**src/slpr_pkg.sv**
```systemverilog
// Package for the solar power limit regulator.
// Holds field widths, item types, register indexes and reset values.
// No dependencies.
package slpr_pkg;

    localparam int unsigned PowerW   = 16;
    localparam int unsigned CurrentW = 11;
    localparam int unsigned BusW     = 10;
    localparam int unsigned PvW      = 13;
    localparam int unsigned SocW     = 10;
    localparam int unsigned TimeW    = 32;
    localparam int unsigned CfgDataW = 16;
    localparam int unsigned CfgIdxW  = 3;

    localparam int unsigned DefInitialPower  = 1000;
    localparam int unsigned DefRetryTimeS    = 300;
    localparam int unsigned DefRetryMinSocPc = 50;

    typedef enum logic [CfgIdxW-1:0] {
        REG_PV_OUT_TOL   = 3'd0,
        REG_MAX_DIS_CUR  = 3'd1,
        REG_MIN_BUS_V    = 3'd2,
        REG_MIN_PV_V     = 3'd3,
        REG_MAX_PV_V     = 3'd4,
        REG_POWER_STEP   = 3'd5,
        REG_MIN_SOLAR_P  = 3'd6,
        REG_MAX_SOLAR_CAP = 3'd7
    } t_reg_idx;

    localparam logic [PowerW-1:0]          RstPvOutTol  = 16'd100;
    localparam logic signed [CurrentW-1:0] RstMaxDisCur = -11'sd20;
    localparam logic [BusW-1:0]            RstMinBusV   = 10'd350;
    localparam logic [PvW-1:0]             RstMinPvV    = 13'd1000;
    localparam logic [PvW-1:0]             RstMaxPvV    = 13'd1300;
    localparam logic [PowerW-1:0]          RstPowerStep = 16'd50;
    localparam logic [PowerW-1:0]          RstMinSolarP = 16'd0;
    localparam logic [PowerW-1:0]          RstSolarCap  = 16'd3000;

    typedef struct packed {
        logic [PowerW-1:0]          out_power_active;
        logic [PowerW-1:0]          pv_charging_power;
        logic signed [CurrentW-1:0] battery_current;
        logic [BusW-1:0]            bus_voltage;
        logic [PvW-1:0]             pv_voltage_dv;
        logic [SocW-1:0]            battery_soc_permille;
        logic [TimeW-1:0]           now_ms;
    } t_in_item;

endpackage

```
**src/slpr_ifs.sv**
```systemverilog
// Channel interfaces of the solar power limit regulator: report input,
// result output and configuration write. Depends on slpr_pkg.
interface slpr_in_if import slpr_pkg::*; ();
    logic                       valid;
    logic                       ready;
    logic [PowerW-1:0]          out_power_active;
    logic [PowerW-1:0]          pv_charging_power;
    logic signed [CurrentW-1:0] battery_current;
    logic [BusW-1:0]            bus_voltage;
    logic [PvW-1:0]             pv_voltage_dv;
    logic [SocW-1:0]            battery_soc_permille;
    logic [TimeW-1:0]           now_ms;

    modport source (
        output valid, out_power_active, pv_charging_power, battery_current,
               bus_voltage, pv_voltage_dv, battery_soc_permille, now_ms,
        input  ready
    );
    modport sink (
        input  valid, out_power_active, pv_charging_power, battery_current,
               bus_voltage, pv_voltage_dv, battery_soc_permille, now_ms,
        output ready
    );
endinterface

interface slpr_res_if import slpr_pkg::*; ();
    logic              valid;
    logic              ready;
    logic [PowerW-1:0] max_solar_power;
    logic              is_cut_off;

    modport source (output valid, max_solar_power, is_cut_off, input ready);
    modport sink (input valid, max_solar_power, is_cut_off, output ready);
endinterface

interface slpr_cfg_if import slpr_pkg::*; ();
    logic                valid;
    logic                ready;
    logic [CfgIdxW-1:0]  index;
    logic [CfgDataW-1:0] data;

    modport source (output valid, index, data, input ready);
    modport sink (input valid, index, data, output ready);
endinterface

```
**src/solar_power_limit_regulator.sv**
```systemverilog
// Solar power limit regulator: one result item per measurement report.
// Depends on slpr_pkg and the channel interfaces in slpr_ifs.sv.
//
// Usage:
//   i_in  : measurement reports (valid/ready). One item per report.
//   o_res : updated power limit and cut-off flag, one item per report,
//           in report order.
//   i_cfg : register writes (index, data); always ready. Write only while
//           no report is in flight.
// Path: an accepted report passes the input register, then the result
//   register, before its result is valid. Throughput: one report per
//   cycle while o_res takes results; limit state updates in the same
//   cycle the result register loads, so the next report sees it right away.
// Reset: synchronous, active low. Limit returns to INITIAL_POWER, cut-off
//   flag and time stamp clear, registers take their default values.
// Stall: when o_res is not taken, the result register holds, the input
//   register fills, and i_in.ready drops until the result moves on.
module solar_power_limit_regulator
    import slpr_pkg::*;
#(
    parameter int unsigned INITIAL_POWER     = DefInitialPower,
    parameter int unsigned RETRY_TIME_S      = DefRetryTimeS,
    parameter int unsigned RETRY_MIN_SOC_PCT = DefRetryMinSocPc
) (
    input  logic       i_clk,
    input  logic       i_rst_n,
    slpr_in_if.sink    i_in,
    slpr_res_if.source o_res,
    slpr_cfg_if.sink   i_cfg
);

    localparam logic [PowerW-1:0] InitLimit   = PowerW'(INITIAL_POWER);
    localparam logic [TimeW-1:0]  RetryWaitMs = TimeW'(RETRY_TIME_S * 1000);
    localparam logic [SocW:0]     RetrySocPm  = (SocW + 1)'(RETRY_MIN_SOC_PCT * 10);

    // configuration registers
    logic [PowerW-1:0]          r_tol;
    logic signed [CurrentW-1:0] r_max_dis;
    logic [BusW-1:0]            r_min_bus;
    logic [PvW-1:0]             r_min_pv;
    logic [PvW-1:0]             r_max_pv;
    logic [PowerW-1:0]          r_step;
    logic [PowerW-1:0]          r_min_pwr;
    logic [PowerW-1:0]          r_cap;

    // limit state
    logic [PowerW-1:0] r_limit, n_limit;
    logic [TimeW-1:0]  r_stamp, n_stamp;
    logic              r_cut_flag, n_cut_flag;

    // input and result stages
    t_in_item          r_s1;
    logic              r_s1_vld;
    logic              r_out_vld;
    logic [PowerW-1:0] r_res_pwr;
    logic              r_res_cut;

    logic w_adv;
    logic w_calc;
    logic w_go_down;
    logic [TimeW-1:0] w_elapsed;
    logic signed [PowerW+1:0] w_headroom;

    assign w_adv  = !r_out_vld || o_res.ready;
    assign w_calc = r_s1_vld && w_adv;

    assign i_in.ready  = !r_s1_vld || w_adv;
    assign i_cfg.ready = 1'b1;

    assign o_res.valid           = r_out_vld;
    assign o_res.max_solar_power = r_res_pwr;
    assign o_res.is_cut_off      = r_res_cut;

    always_ff @(posedge i_clk) begin
        if (!i_rst_n) begin
            r_tol     <= RstPvOutTol;
            r_max_dis <= RstMaxDisCur;
            r_min_bus <= RstMinBusV;
            r_min_pv  <= RstMinPvV;
            r_max_pv  <= RstMaxPvV;
            r_step    <= RstPowerStep;
            r_min_pwr <= RstMinSolarP;
            r_cap     <= RstSolarCap;
        end else if (i_cfg.valid) begin
            case (t_reg_idx'(i_cfg.index))
                REG_PV_OUT_TOL:    r_tol     <= i_cfg.data;
                REG_MAX_DIS_CUR:   r_max_dis <= i_cfg.data[CurrentW-1:0];
                REG_MIN_BUS_V:     r_min_bus <= i_cfg.data[BusW-1:0];
                REG_MIN_PV_V:      r_min_pv  <= i_cfg.data[PvW-1:0];
                REG_MAX_PV_V:      r_max_pv  <= i_cfg.data[PvW-1:0];
                REG_POWER_STEP:    r_step    <= i_cfg.data;
                REG_MIN_SOLAR_P:   r_min_pwr <= i_cfg.data;
                REG_MAX_SOLAR_CAP: r_cap     <= i_cfg.data;
                default:           r_tol     <= r_tol;
            endcase
        end
    end

    // input register
    always_ff @(posedge i_clk) begin
        if (!i_rst_n) begin
            r_s1_vld <= 1'b0;
        end else if (i_in.ready) begin
            r_s1_vld <= i_in.valid;
        end
    end

    always_ff @(posedge i_clk) begin
        if (i_in.valid && i_in.ready) begin
            r_s1.out_power_active     <= i_in.out_power_active;
            r_s1.pv_charging_power    <= i_in.pv_charging_power;
            r_s1.battery_current      <= i_in.battery_current;
            r_s1.bus_voltage          <= i_in.bus_voltage;
            r_s1.pv_voltage_dv        <= i_in.pv_voltage_dv;
            r_s1.battery_soc_permille <= i_in.battery_soc_permille;
            r_s1.now_ms               <= i_in.now_ms;
        end
    end

    assign w_go_down =
        ({1'b0, r_s1.out_power_active} > ({1'b0, r_s1.pv_charging_power} + {1'b0, r_tol}))
        || (r_s1.battery_current < r_max_dis)
        || (r_s1.bus_voltage < r_min_bus)
        || (r_s1.pv_voltage_dv < r_min_pv);

    // wraps modulo 2^32 so the retry check survives a counter rollover
    assign w_elapsed  = r_s1.now_ms - r_stamp;
    assign w_headroom = $signed({2'b00, r_cap}) - $signed({2'b00, r_step});

    always_comb begin
        n_limit    = r_limit;
        n_stamp    = r_stamp;
        n_cut_flag = r_cut_flag;
        if (w_calc) begin
            if (w_go_down) begin
                if (r_limit >= r_step && r_limit > r_min_pwr) begin
                    n_limit = r_limit - r_step;
                end else begin
                    // keep the first cut-off time on repeated cuts
                    if (!r_cut_flag) begin
                        n_stamp    = r_s1.now_ms;
                        n_cut_flag = 1'b1;
                    end
                    n_limit = '0;
                end
            end else if (r_limit == '0 && r_cut_flag) begin
                if (w_elapsed > RetryWaitMs && r_s1.bus_voltage > r_min_bus
                    && {1'b0, r_s1.battery_soc_permille} > RetrySocPm) begin
                    n_stamp    = '0;
                    n_cut_flag = 1'b0;
                    n_limit    = InitLimit;
                end
            end else if (r_s1.pv_voltage_dv > r_max_pv) begin
                if ($signed({2'b00, r_limit}) < w_headroom) begin
                    n_limit = r_limit + r_step;
                end else begin
                    n_limit = r_cap;
                end
            end
        end
    end

    always_ff @(posedge i_clk) begin
        if (!i_rst_n) begin
            r_limit    <= InitLimit;
            r_stamp    <= '0;
            r_cut_flag <= 1'b0;
            r_out_vld  <= 1'b0;
        end else begin
            r_limit    <= n_limit;
            r_stamp    <= n_stamp;
            r_cut_flag <= n_cut_flag;
            if (w_adv) begin
                r_out_vld <= r_s1_vld;
            end
        end
    end

    always_ff @(posedge i_clk) begin
        if (w_calc) begin
            r_res_pwr <= n_limit;
            r_res_cut <= n_cut_flag;
        end
    end

    // a cut-off always leaves the limit at zero until the retry
    a_cut_means_zero: assert property (@(posedge i_clk) disable iff (!i_rst_n)
        r_cut_flag |-> (r_limit == '0))
        else $error("cut-off flag set with nonzero limit");

    a_stamp_clear: assert property (@(posedge i_clk) disable iff (!i_rst_n)
        !r_cut_flag |-> (r_stamp == '0))
        else $error("cut-off stamp held without cut-off");

    a_stamp_on_cut: assert property (@(posedge i_clk) disable iff (!i_rst_n)
        $rose(r_cut_flag) |-> (r_stamp == $past(r_s1.now_ms)))
        else $error("cut-off stamp does not match report time");

    a_result_tracks_state: assert property (@(posedge i_clk) disable iff (!i_rst_n)
        w_calc |=> (r_out_vld && r_res_pwr == r_limit && r_res_cut == r_cut_flag))
        else $error("result register disagrees with limit state");

endmodule

```
**src/flat_wrapper.sv**
```systemverilog
// flat-port wrapper written by rule: the top's interface ports become plain ports
module solar_power_limit_regulator_flat import slpr_pkg::*;
#(
    parameter int unsigned INITIAL_POWER     = DefInitialPower,
    parameter int unsigned RETRY_TIME_S      = DefRetryTimeS,
    parameter int unsigned RETRY_MIN_SOC_PCT = DefRetryMinSocPc
)
  (i_clk, i_rst_n, i_in_valid, i_in_out_power_active, i_in_pv_charging_power, i_in_battery_current, i_in_bus_voltage, i_in_pv_voltage_dv, i_in_battery_soc_permille, i_in_now_ms, i_in_ready, o_res_valid, o_res_max_solar_power, o_res_is_cut_off, o_res_ready, i_cfg_valid, i_cfg_index, i_cfg_data, i_cfg_ready);
  slpr_in_if i_in_i ();
  slpr_res_if o_res_i ();
  slpr_cfg_if i_cfg_i ();
  input  logic i_clk;
  input  logic i_rst_n;
  input wire logic [$bits(i_in_i.valid)-1:0] i_in_valid;
  input wire logic [$bits(i_in_i.out_power_active)-1:0] i_in_out_power_active;
  input wire logic [$bits(i_in_i.pv_charging_power)-1:0] i_in_pv_charging_power;
  input wire logic [$bits(i_in_i.battery_current)-1:0] i_in_battery_current;
  input wire logic [$bits(i_in_i.bus_voltage)-1:0] i_in_bus_voltage;
  input wire logic [$bits(i_in_i.pv_voltage_dv)-1:0] i_in_pv_voltage_dv;
  input wire logic [$bits(i_in_i.battery_soc_permille)-1:0] i_in_battery_soc_permille;
  input wire logic [$bits(i_in_i.now_ms)-1:0] i_in_now_ms;
  output wire logic [$bits(i_in_i.ready)-1:0] i_in_ready;
  output wire logic [$bits(o_res_i.valid)-1:0] o_res_valid;
  output wire logic [$bits(o_res_i.max_solar_power)-1:0] o_res_max_solar_power;
  output wire logic [$bits(o_res_i.is_cut_off)-1:0] o_res_is_cut_off;
  input wire logic [$bits(o_res_i.ready)-1:0] o_res_ready;
  input wire logic [$bits(i_cfg_i.valid)-1:0] i_cfg_valid;
  input wire logic [$bits(i_cfg_i.index)-1:0] i_cfg_index;
  input wire logic [$bits(i_cfg_i.data)-1:0] i_cfg_data;
  output wire logic [$bits(i_cfg_i.ready)-1:0] i_cfg_ready;
  assign i_in_i.valid = i_in_valid;
  assign i_in_i.out_power_active = i_in_out_power_active;
  assign i_in_i.pv_charging_power = i_in_pv_charging_power;
  assign i_in_i.battery_current = i_in_battery_current;
  assign i_in_i.bus_voltage = i_in_bus_voltage;
  assign i_in_i.pv_voltage_dv = i_in_pv_voltage_dv;
  assign i_in_i.battery_soc_permille = i_in_battery_soc_permille;
  assign i_in_i.now_ms = i_in_now_ms;
  assign i_in_ready = i_in_i.ready;
  assign o_res_valid = o_res_i.valid;
  assign o_res_max_solar_power = o_res_i.max_solar_power;
  assign o_res_is_cut_off = o_res_i.is_cut_off;
  assign o_res_i.ready = o_res_ready;
  assign i_cfg_i.valid = i_cfg_valid;
  assign i_cfg_i.index = i_cfg_index;
  assign i_cfg_i.data = i_cfg_data;
  assign i_cfg_ready = i_cfg_i.ready;
  solar_power_limit_regulator #(.INITIAL_POWER(INITIAL_POWER), .RETRY_TIME_S(RETRY_TIME_S), .RETRY_MIN_SOC_PCT(RETRY_MIN_SOC_PCT)) u_core (.i_clk(i_clk), .i_rst_n(i_rst_n), .i_in(i_in_i), .o_res(o_res_i), .i_cfg(i_cfg_i));
endmodule
```
**config.mk**
```make
export PLATFORM = sky130hd
export DESIGN_NAME = solar_power_limit_regulator_flat
export DESIGN_NICKNAME = d
export VERILOG_FILES = /design/src/slpr_pkg.sv /design/src/slpr_ifs.sv /design/src/solar_power_limit_regulator.sv /design/src/flat_wrapper.sv
export SDC_FILE = /design/constraint.sdc
export NUM_CORES = 1
export LEC_CHECK = 0
export BUFFER_PORTS_ARGS = -buffer_cell sky130_fd_sc_hd__buf_2
export CAP_MARGIN = 20
export CORE_ASPECT_RATIO = 1.5
export CORE_UTILIZATION = 55
export DETAILED_ROUTE_END_ITERATION = 8
export HOLD_SLACK_MARGIN = 0.05
export PLACE_DENSITY = 0.74
export REMOVE_ABC_BUFFERS = 1
export SLEW_MARGIN = 20
export SYNTH_ARGS = -nofsm -noshare
export SYNTH_HDL_FRONTEND = slang
export SYNTH_SLANG_ARGS = --single-unit
```
**constraint.sdc**
```tcl
create_clock -name i_clk -period 11.5 [get_ports i_clk]
set_clock_uncertainty 0.05 [all_clocks]
set_input_delay 2.3 -clock i_clk [delete_from_list [all_inputs] [get_ports i_clk]]
set_output_delay 2.3 -clock i_clk [all_outputs]
set_load 0.02 [all_outputs]
```
==> out/metrics.csv, run 1 <==
stage,metric,value,unit
sta,Final Hold Vio Count,0,
power_and_ir_drop,combinational fraction of design power,27.8,%
power_and_ir_drop,Switch Pwr,946,uW
synthesis,Yosys cell types,85,
synthesis,most frequent cells after synthesis,"nand2_1, ha_1, a21oi_1, dfxtp_1, inv_1",
grt,initial antenna violation count,4,
power_and_ir_drop,LEAKAGE,0.00789,uW
synthesis,largest area contributor in the netlist,edfxtp_1,
sta,RSZ-0062 raised after global routing,no,
clocking,htree depth,1,
grt,number of global-route vias before repair,13900,
power_and_ir_drop,Tot Pwr,2960,uW
route,TritonRoute pass-1 iters,5,
route,WL per Instance,18.4,um
worst_hold_path,Hold Path Class,register to register,
route,Via-to-Cell Ratio,5.88,
synthesis,Mapped Area,0.0171,mm2
status,outcome,completed,
sta,Setup TNS,0,ps
synthesis,Post-synth ARST share,0,%
clocking,clk root buf,clkbuf_16,
critical_path,CP required,11790,ps
power_and_ir_drop,Flop pwr share,40.3,%
synthesis,Avg Inst Size Synth,9.19,um2
layout,Finished Layout Cells,2410,
grt,total global routing overflow,0,
clocking,CTS Hold Bufs,0,
sta,measured slew at the worst slew-check pin,1070,ps
sta,Fmax,176,MHz
floorplanning,die area,0.0319,mm2
clocking,setup bufs post-CTS,0,
clocking,Max clock buf depth,3,
layout,Layout Nets,2308,
floorplanning,I/O pin count,152,
place,DPL Wire Length,33300,um
route,ANT nets after route,0,
synthesis,Synth top area share,21.9,%
sta,Finish-stage setup viols,0,
critical_path,Critical Path Source Type,register,
job,max cap viols,0,
synthesis,Main synth FF type,dfxtp_1,
sta,Tcrit/Tclk final,49.4,%
synthesis,synth warn,0,
layout,area delta synth->final,11.7,%
power_and_ir_drop,Clk pwr share,31.9,%
floorplanning,die height,218,um
clocking,clk sinks,287,
clocking,CTS tree,yes,
route,Post-Route WL,44400,um
layout,share of cells above drive strength 1,12.2,%
synthesis,Area contributors post-synth,"edfxtp_1, dfxtp_1, ha_1",
critical_path,critical path endpoint category,register,
sta,Final Max Tran Viols,0,
floorplanning,Die Width,146,um
critical_path,"Arr. time, crit path",5960,ps
clocking,"Clk Latency, worst-skew pair",570,ps
layout,Post-Route Utilization,62.8,%
sta,Period minus WS final,5680,ps
route,vias,14200,
power_and_ir_drop,maximum vdd ir drop,0.138,mV
synthesis,number of enable flip-flop cells after synthesis,125,
grt,largest net degree at the start of global routing,82,
clocking,Clock transition at path regs,70,ps
critical_path,Crit Path Class,register to register,
grt,first-pass GRT wire length,70200,um
clocking,Resize count post-CTS,0,
route,Residual DRC,0,
critical_path,flop-to-flop setup slack,5820,ps
place,placed cells,2355,
critical_path,crit path max fanout,10,
grt,GRT Total Usage,27.9,%
synthesis,number of synthesized register bits,287,
power_and_ir_drop,Int Pwr,2010,uW
power_and_ir_drop,Sw Ratio,32.0,%
place,GP Congestion,0.944,
place,input/output buffers,150,
route,DRT iter0 DRCs,756,
clocking,Num CTS Buffers,28,
sta,Slew HR,28.5,%
synthesis,most frequent cell after synthesis,nand2_1,
synthesis,register area share after synthesis,40.8,%
floorplanning,effective utilization at floorplan,56.3,%
power_and_ir_drop,power density over the cells,154,mW/mm2
floorplanning,Core Footprint,0.0304,mm2
synthesis,Syn Inst Count,1865,
floorplanning,site row count,78,
[power groups by stage]
stage / registers (uW) / clock network [uW] / logic (uW)
4_1_cts: 1190 / 963 / 815
2_1_floorplan: 1200 / 0 / 580
3_3_place_gp: 1210 / 0 / 788
5_1_grt: 1200 / 1000 / 907
3_5_place_dp: 1210 / 0 / 809
6_report: 1190 / 944 / 820
[cells by family after synthesis]
kind of cell | count (synthesis) | share of synthesized area [%]
flops | 287 | 40.8
compound gates | 500 | 19.6
buf+inv | 227 | 5.29
fa+ha+maj | 191 | 14.2
mux | 14 | 0.847
other cells | 1 | 0.0219
simple gates | 574 | 15.6
xor+xnor | 71 | 3.63
[layer usage]
| metal | share of wire, % | global-route usage [%] |
|---|---|---|
| met2 | 50 | 51.1 |
| met4 | 6.3 | 17.9 |
| met5 | 0 | 0 |
| met3 | 5.1 | 4.05 |
| met1 | 38 | 30.1 |
[metrics by stage]
step	setup slack, ps	hold slack [ps]	cell area (um2)
floorplan	5890	386	16800
detailed placement	5440	396	18200
global placement	5630	393	18200
finish	5820	405	19100
global route	5420	421	19100
CTS	5500	405	19100
[registers in the layout (all words and copies together), names as in the netlist]
name / flops
u_core.r_min_bus: 10
u_core.r_cut_flag: 1
u_core.r_s1: 108
u_core.o_res.is_cut_off: 1
u_core.r_stamp: 32
u_core.r_tol: 16
u_core.r_cap: 16
u_core.r_min_pv: 13
u_core.r_max_dis: 11
u_core.o_res.valid: 1
u_core.r_min_pwr: 16
u_core.r_max_pv: 13
u_core.r_limit: 16
u_core.r_step: 16
u_core.o_res.max_solar_power: 16
u_core.r_s1_vld: 1
[worst max-delay path, stage by stage, from the launching register on]
cell and delay, ps:
edfxtp_1 420, ha_1 310, a21o_1 150, a21oi_1 210, o21bai_1 90, a21oi_1 220
o21bai_1 90, a21oi_1 310, o22ai_1 170, o41a_1 380, a21o_1 190, a21oi_1 160
xor2_1 90, ha_1 310, nand2_1 50, or4_1 470, o22ai_1 140, a211oi_1 70
o211ai_1 250, nand2b_1 400, nand2_1 370, nor2_1 120, a22oi_1 200, a21bo_1 230
[area by class of cell]
class,instances,area (um2)
fillers,2610,11300
multi-input cells,1351,9250
flip-flops and latches,287,7000
repair buffers,162,845
clock buffers,38,811
inverters,155,582
well taps,400,500
clock inverters,13,138
diodes,4,10.0
[final timing paths]
kind / to / cells after the start / from
max: u_core.o_res.max_solar_power[10]$_DFFE_PP_ / 23 / u_core.r_s1[77]$_DFFE_PP_
max reg2reg: u_core.o_res.max_solar_power[10]$_DFFE_PP_ / 23 / u_core.r_s1[77]$_DFFE_PP_
min reg2reg: u_core.r_max_pv[3]$_SDFFE_PN0P_ / 2 / u_core.r_max_pv[3]$_SDFFE_PN0P_
min: u_core.r_max_pv[3]$_SDFFE_PN0P_ / 2 / u_core.r_max_pv[3]$_SDFFE_PN0P_
[placed cells by master (no fill, tap or decap), types with 11 or more instances in the layout]
master / synthesis / routed
xor2_1: 24 / 24
nor3_1: 38 / 37
a21o_1: 47 / 47
o211ai_1: 32 / 32
and3_1: 16 / 16
a211oi_1: 14 / 13
and2_1: 16 / 14
nor2b_1: 19 / 19
edfxtp_1: 125 / 125
nor2_1: 80 / 76
o21a_1: 15 / 15
a31oi_1: 30 / 30
buf_4: 1 / 11
a22o_1: 36 / 36
o21bai_1: 13 / 13
xnor2_1: 47 / 47
o21ai_0: 62 / 62
nand4_1: 20 / 20
clkbuf_16: 0 / 30
nand3_1: 52 / 52
a21oi_1: 163 / 163
inv_1: 154 / 155
nand2b_1: 26 / 26
nand2_1: 268 / 268
buf_2: 8 / 150
dfxtp_1: 162 / 162
ha_1: 186 / 186
No activity file was read; power rests on OpenSTA's default activity.
==> run 2, diff against run 1 <==
--- a/config.mk
+++ b/config.mk
@@ -5,13 +5,14 @@
 export SDC_FILE = /design/constraint.sdc
 export NUM_CORES = 1
 export LEC_CHECK = 0
+export ABC_AREA = 1
 export BUFFER_PORTS_ARGS = -buffer_cell sky130_fd_sc_hd__buf_2
 export CAP_MARGIN = 20
 export CORE_ASPECT_RATIO = 1.5
 export CORE_UTILIZATION = 55
 export DETAILED_ROUTE_END_ITERATION = 8
 export HOLD_SLACK_MARGIN = 0.05
-export PLACE_DENSITY = 0.74
+export PLACE_DENSITY = 0.76
 export REMOVE_ABC_BUFFERS = 1
 export SLEW_MARGIN = 20
 export SYNTH_ARGS = -nofsm -noshare
==> constraint.sdc (replaced) <==
create_clock -name i_clk -period 4.86 [get_ports i_clk]
set_clock_uncertainty 0.05 [all_clocks]
set_input_delay 0.972 -clock i_clk [delete_from_list [all_inputs] [get_ports i_clk]]
set_output_delay 0.972 -clock i_clk [all_outputs]
set_load 0.02 [all_outputs]
==> out/metrics.csv, run 2 <==
stage,metric,value,unit,change
status,outcome,completed,,
place,Placement Cell Area,0.0192,mm2,+5.7%
floorplanning,I/O pin count,152,,unchanged
sta,Slew HR,35.9,%,+7.5 points
critical_path,crit path max fanout,20,,+10
power_and_ir_drop,maximum vdd ir drop,0.306,mV,+120%
power_and_ir_drop,LEAKAGE,0.00988,uW,+25%
critical_path,flop-to-flop setup slack,410,ps,-5420 ps
critical_path,Levels on crit path,27,,+17%
clocking,Max clock buf depth,3,,unchanged
critical_path,Crit Path Class,register to register,,
clocking,CTS tree,yes,,
grt,GRT Total Usage,27.9,%,about the same
sta,Tcrit/Tclk final,91.7,%,+42 points
synthesis,Yosys cell types,51,,-40%
power_and_ir_drop,power density over the cells,343,mW/mm2,+120%
sta,Setup TNS,0,ps,unchanged
layout,area delta synth->final,11.9,%,
worst_hold_path,Worst Hold Path Cells,2,,unchanged
floorplanning,Core Footprint,0.0320,mm2,+5.2%
clocking,htree depth,1,,unchanged
layout,most frequent cells in the layout,"nand2_1, inv_1, nor2_1",,
synthesis,most frequent cells after synthesis,"nand2_1, inv_1, nor2_1, a21oi_1, ha_1",,
synthesis,largest area contributor in the netlist,edfxtp_1,,
synthesis,Main synth FF type,dfxtp_1,,
place,input/output buffers,150,,unchanged
critical_path,Critical Path Source Type,register,,
synthesis,Avg Inst Size Synth,7.53,um2,-18%
critical_path,WP buf/inv,1,,+1
critical_path,crit-path most repeated cell,nand2_1,,
grt,first-pass GRT wire length,74900,um,+6.7%
grt,total global routing overflow,0,,unchanged
clocking,"Clk Latency, worst-skew pair",570,ps,about the same
sta,Period minus WS final,4450,ps,-1220 ps
floorplanning,Die Width,150,um,+2.6%
floorplanning,site row count,80,,+2.6%
layout,Layout Cell Area excl Fill,0.0202,mm2,+5.6%
synthesis,register area share after synthesis,38.7,%,-2.1 points
route,Via-to-Cell Ratio,5.37,,-8.6%
grt,largest net degree at the start of global routing,73,,-11%
place,GP Congestion,0.961,,+1.8%
route,Post-Route WL,45800,um,+3.1%
floorplanning,die area,0.0336,mm2,+5.3%
clocking,CTS Hold Bufs,0,,unchanged
sta,RSZ-0062 raised after global routing,no,,
critical_path,critical path endpoint category,register,,
critical_path,CP required,5240,ps,-6550 ps
layout,"most common cell after layout, fill and taps aside",nand2_1,,
worst_hold_path,Hold Path Sink,u_core.r_min_pwr[13]$_SDFFE_PN0P_,,
synthesis,Area contributors post-synth,"edfxtp_1, dfxtp_1, nand2_1",,
synthesis,synth warn,0,,unchanged
sta,measured slew at the worst slew-check pin,957,ps,-115 ps
clocking,setup bufs post-CTS,0,,unchanged
layout,filler cell count,2877,,+10%
grt,number of global-route vias before repair,15700,,+13%
route,DRT iter0 DRCs,916,,+21%
synthesis,most frequent cell after synthesis,nand2_1,,
floorplanning,die height,224,um,+2.6%
job,max cap viols,0,,unchanged
place,DPL Wire Length,35400,um,+6.4%
clocking,clk root buf,clkbuf_16,,
critical_path,Crit-path slowest cell,or4_1,,
layout,share of cells above drive strength 1,9.39,%,-2.8 points
sta,Fmax,224,MHz,+27%
route,TritonRoute pass-1 iters,5,,unchanged
synthesis,Mapped Area,0.0181,mm2,+5.4%
floorplanning,effective utilization at floorplan,56.4,%,+0.11 points
layout,Post-Route Utilization,63.1,%,+0.23 points
sta,Final Hold Vio Count,0,,unchanged
clocking,clk sinks,287,,unchanged
critical_path,"Arr. time, crit path",4840,ps,-1120 ps
layout,Top reg by flops,u_core.r_s1,,
layout,Largest register FFs,108,,unchanged
critical_path,crit-path max cell delay,390,ps,-80 ps
route,vias,15900,,+13%
layout,largest registers,"u_core.r_s1 (108), u_core.r_stamp (32)",,
synthesis,number of synthesized register bits,287,,unchanged
critical_path,r2r worst-path depth,27,,+17%
worst_hold_path,HP Start,u_core.r_min_pwr[13]$_SDFFE_PN0P_,,
route,WL per Instance,15.4,um,-16%
sta,Final Max Tran Viols,0,,unchanged
synthesis,Synth top area share,20.8,%,-1.1 points
critical_path,Top delay family on crit path,simple AND/OR/NAND/NOR gates,,
synthesis,Post-synth ARST share,0,%,unchanged
clocking,Num CTS Buffers,29,,+3.6%
critical_path,Critical R2R Launch,u_core.r_s1[81]$_DFFE_PP_,,
route,Residual DRC,0,,unchanged
route,ANT nets after route,0,,unchanged
grt,initial antenna violation count,0,,-4
layout,Layout Nets,2859,,+24%
sta,Finish-stage setup viols,0,,unchanged
critical_path,RR Endpoint,u_core.r_stamp[14]$_SDFFE_PN0P_,,
synthesis,Syn Inst Count,2399,,+29%
clocking,Clock transition at path regs,60,ps,about the same
synthesis,number of enable flip-flop cells after synthesis,125,,unchanged
worst_hold_path,Hold Path Class,register to register,,
==> run 2: changes by cell type after synthesis, sizes merged, moves of 36 or more <==
| cell | change |
|---|---|
| nand3 | +69 |
| nand2 | +383 |
| o21ai | +55 |
| a22o | -36 |
| inv | +195 |
| a21o | -42 |
| nor2 | +133 |
==> run 2: layout make-up <==
cell class | instances | area, um2 | area share [%]
multi-input cells | 1698 | 9490 | 47.0
clock inverters | 12 | 123 | 0.607
well taps | 410 | 513 | 2.54
flip-flops and latches | 287 | 7000 | 34.6
inverters | 351 | 1320 | 6.53
clock buffers | 40 | 838 | 4.15
diodes | 1 | 2.50 | 0.0124
repair buffers | 169 | 917 | 4.54
==> run 2: routing by layer <==
| metal | GRT usage, % | wire [um] | part of all wire [%] |
|---|---|---|---|
| met3 | 3.24 | 2280 | 5.0 |
| met1 | 33.2 | 18800 | 41 |
| met4 | 12.8 | 2020 | 4.4 |
| met5 | 0 | 0 | 0 |
| met2 | 49.7 | 22700 | 49 |
==> run 2: cells by family after synthesis <==
kind of cell / share of synthesized area [%]
buf+inv: 8.85
xor+xnor: 3.20
fa+ha+maj: 13.4
other cells: 0.0208
simple gates: 23.9
flops: 38.7
compound gates: 11.8
==> run 2: worst reg2reg max path, stage by stage, from the launching register on <==
cell and delay, ps:
edfxtp_1 370, ha_1 380, nand2_1 100, nor3_1 140
nand2_1 60, nand2_1 120, a21oi_1 90, o21bai_1 200
nand2_1 100, a21oi_2 170, nand3_1 80, nand2_1 100
nand2_1 50, nand2_1 70, a21oi_1 70, xor2_1 150
ha_1 330, nand4_1 100, or4_1 390, nand2_1 140
nand3_4 140, nand2_1 120, nand2_1 90, nor2_4 250
buf_8 220, nand3_1 110, nand2_1 90, nor2_1 40
==> run 2: worst max path at each step <==
| stage | start | to | slack (ps) |
|---|---|---|---|
| 2_1_floorplan | u_core.r_s1[79]$_DFFE_PP_ | u_core.r_stamp[0]$_SDFFE_PN0P_ | 20 |
| 3_3_place_gp | u_core.r_s1[79]$_DFFE_PP_ | u_core.o_res.max_solar_power[8]$_DFFE_PP_ | 450 |
| 3_5_place_dp | u_core.r_s1[81]$_DFFE_PP_ | u_core.o_res.max_solar_power[8]$_DFFE_PP_ | 310 |
| 4_1_cts | u_core.r_s1[81]$_DFFE_PP_ | u_core.o_res.max_solar_power[8]$_DFFE_PP_ | 310 |
| 5_1_grt | u_core.r_s1[79]$_DFFE_PP_ | u_core.r_stamp[23]$_SDFFE_PN0P_ | 10 |
| 6_report | u_core.r_s1[81]$_DFFE_PP_ | u_core.r_stamp[14]$_SDFFE_PN0P_ | 410 |
==> run 2: stage by stage <==
step / hold slack (ps) / instances / worst slack, ps / total power, uW
2_1_floorplan: 383 / 2336 / 20.8 / 4140
3_3_place_gp: 394 / 2915 / 451 / 4640
3_5_place_dp: 403 / 2915 / 313 / 4690
4_1_cts: 413 / 2967 / 313 / 6950
5_1_grt: 424 / 2967 / 14.3 / 7330
6_report: 409 / 2968 / 405 / 6930
==> run 2: what timing repair did <==
item	CTS	global route
endpoints found under the setup margin	0	38
hold endpoints to repair	0	0
gates resized for setup	0	7
==> run 2: where the power goes <==
| group | leakage [uW] | total [uW] | switching (uW) | internal, uW |
|---|---|---|---|---|
| sequential | 0.00254 | 2770 | 89.2 | 2680 |
| combinational | 0.00686 | 1910 | 1230 | 676 |
| clock | 0.000477 | 2260 | 949 | 1310 |
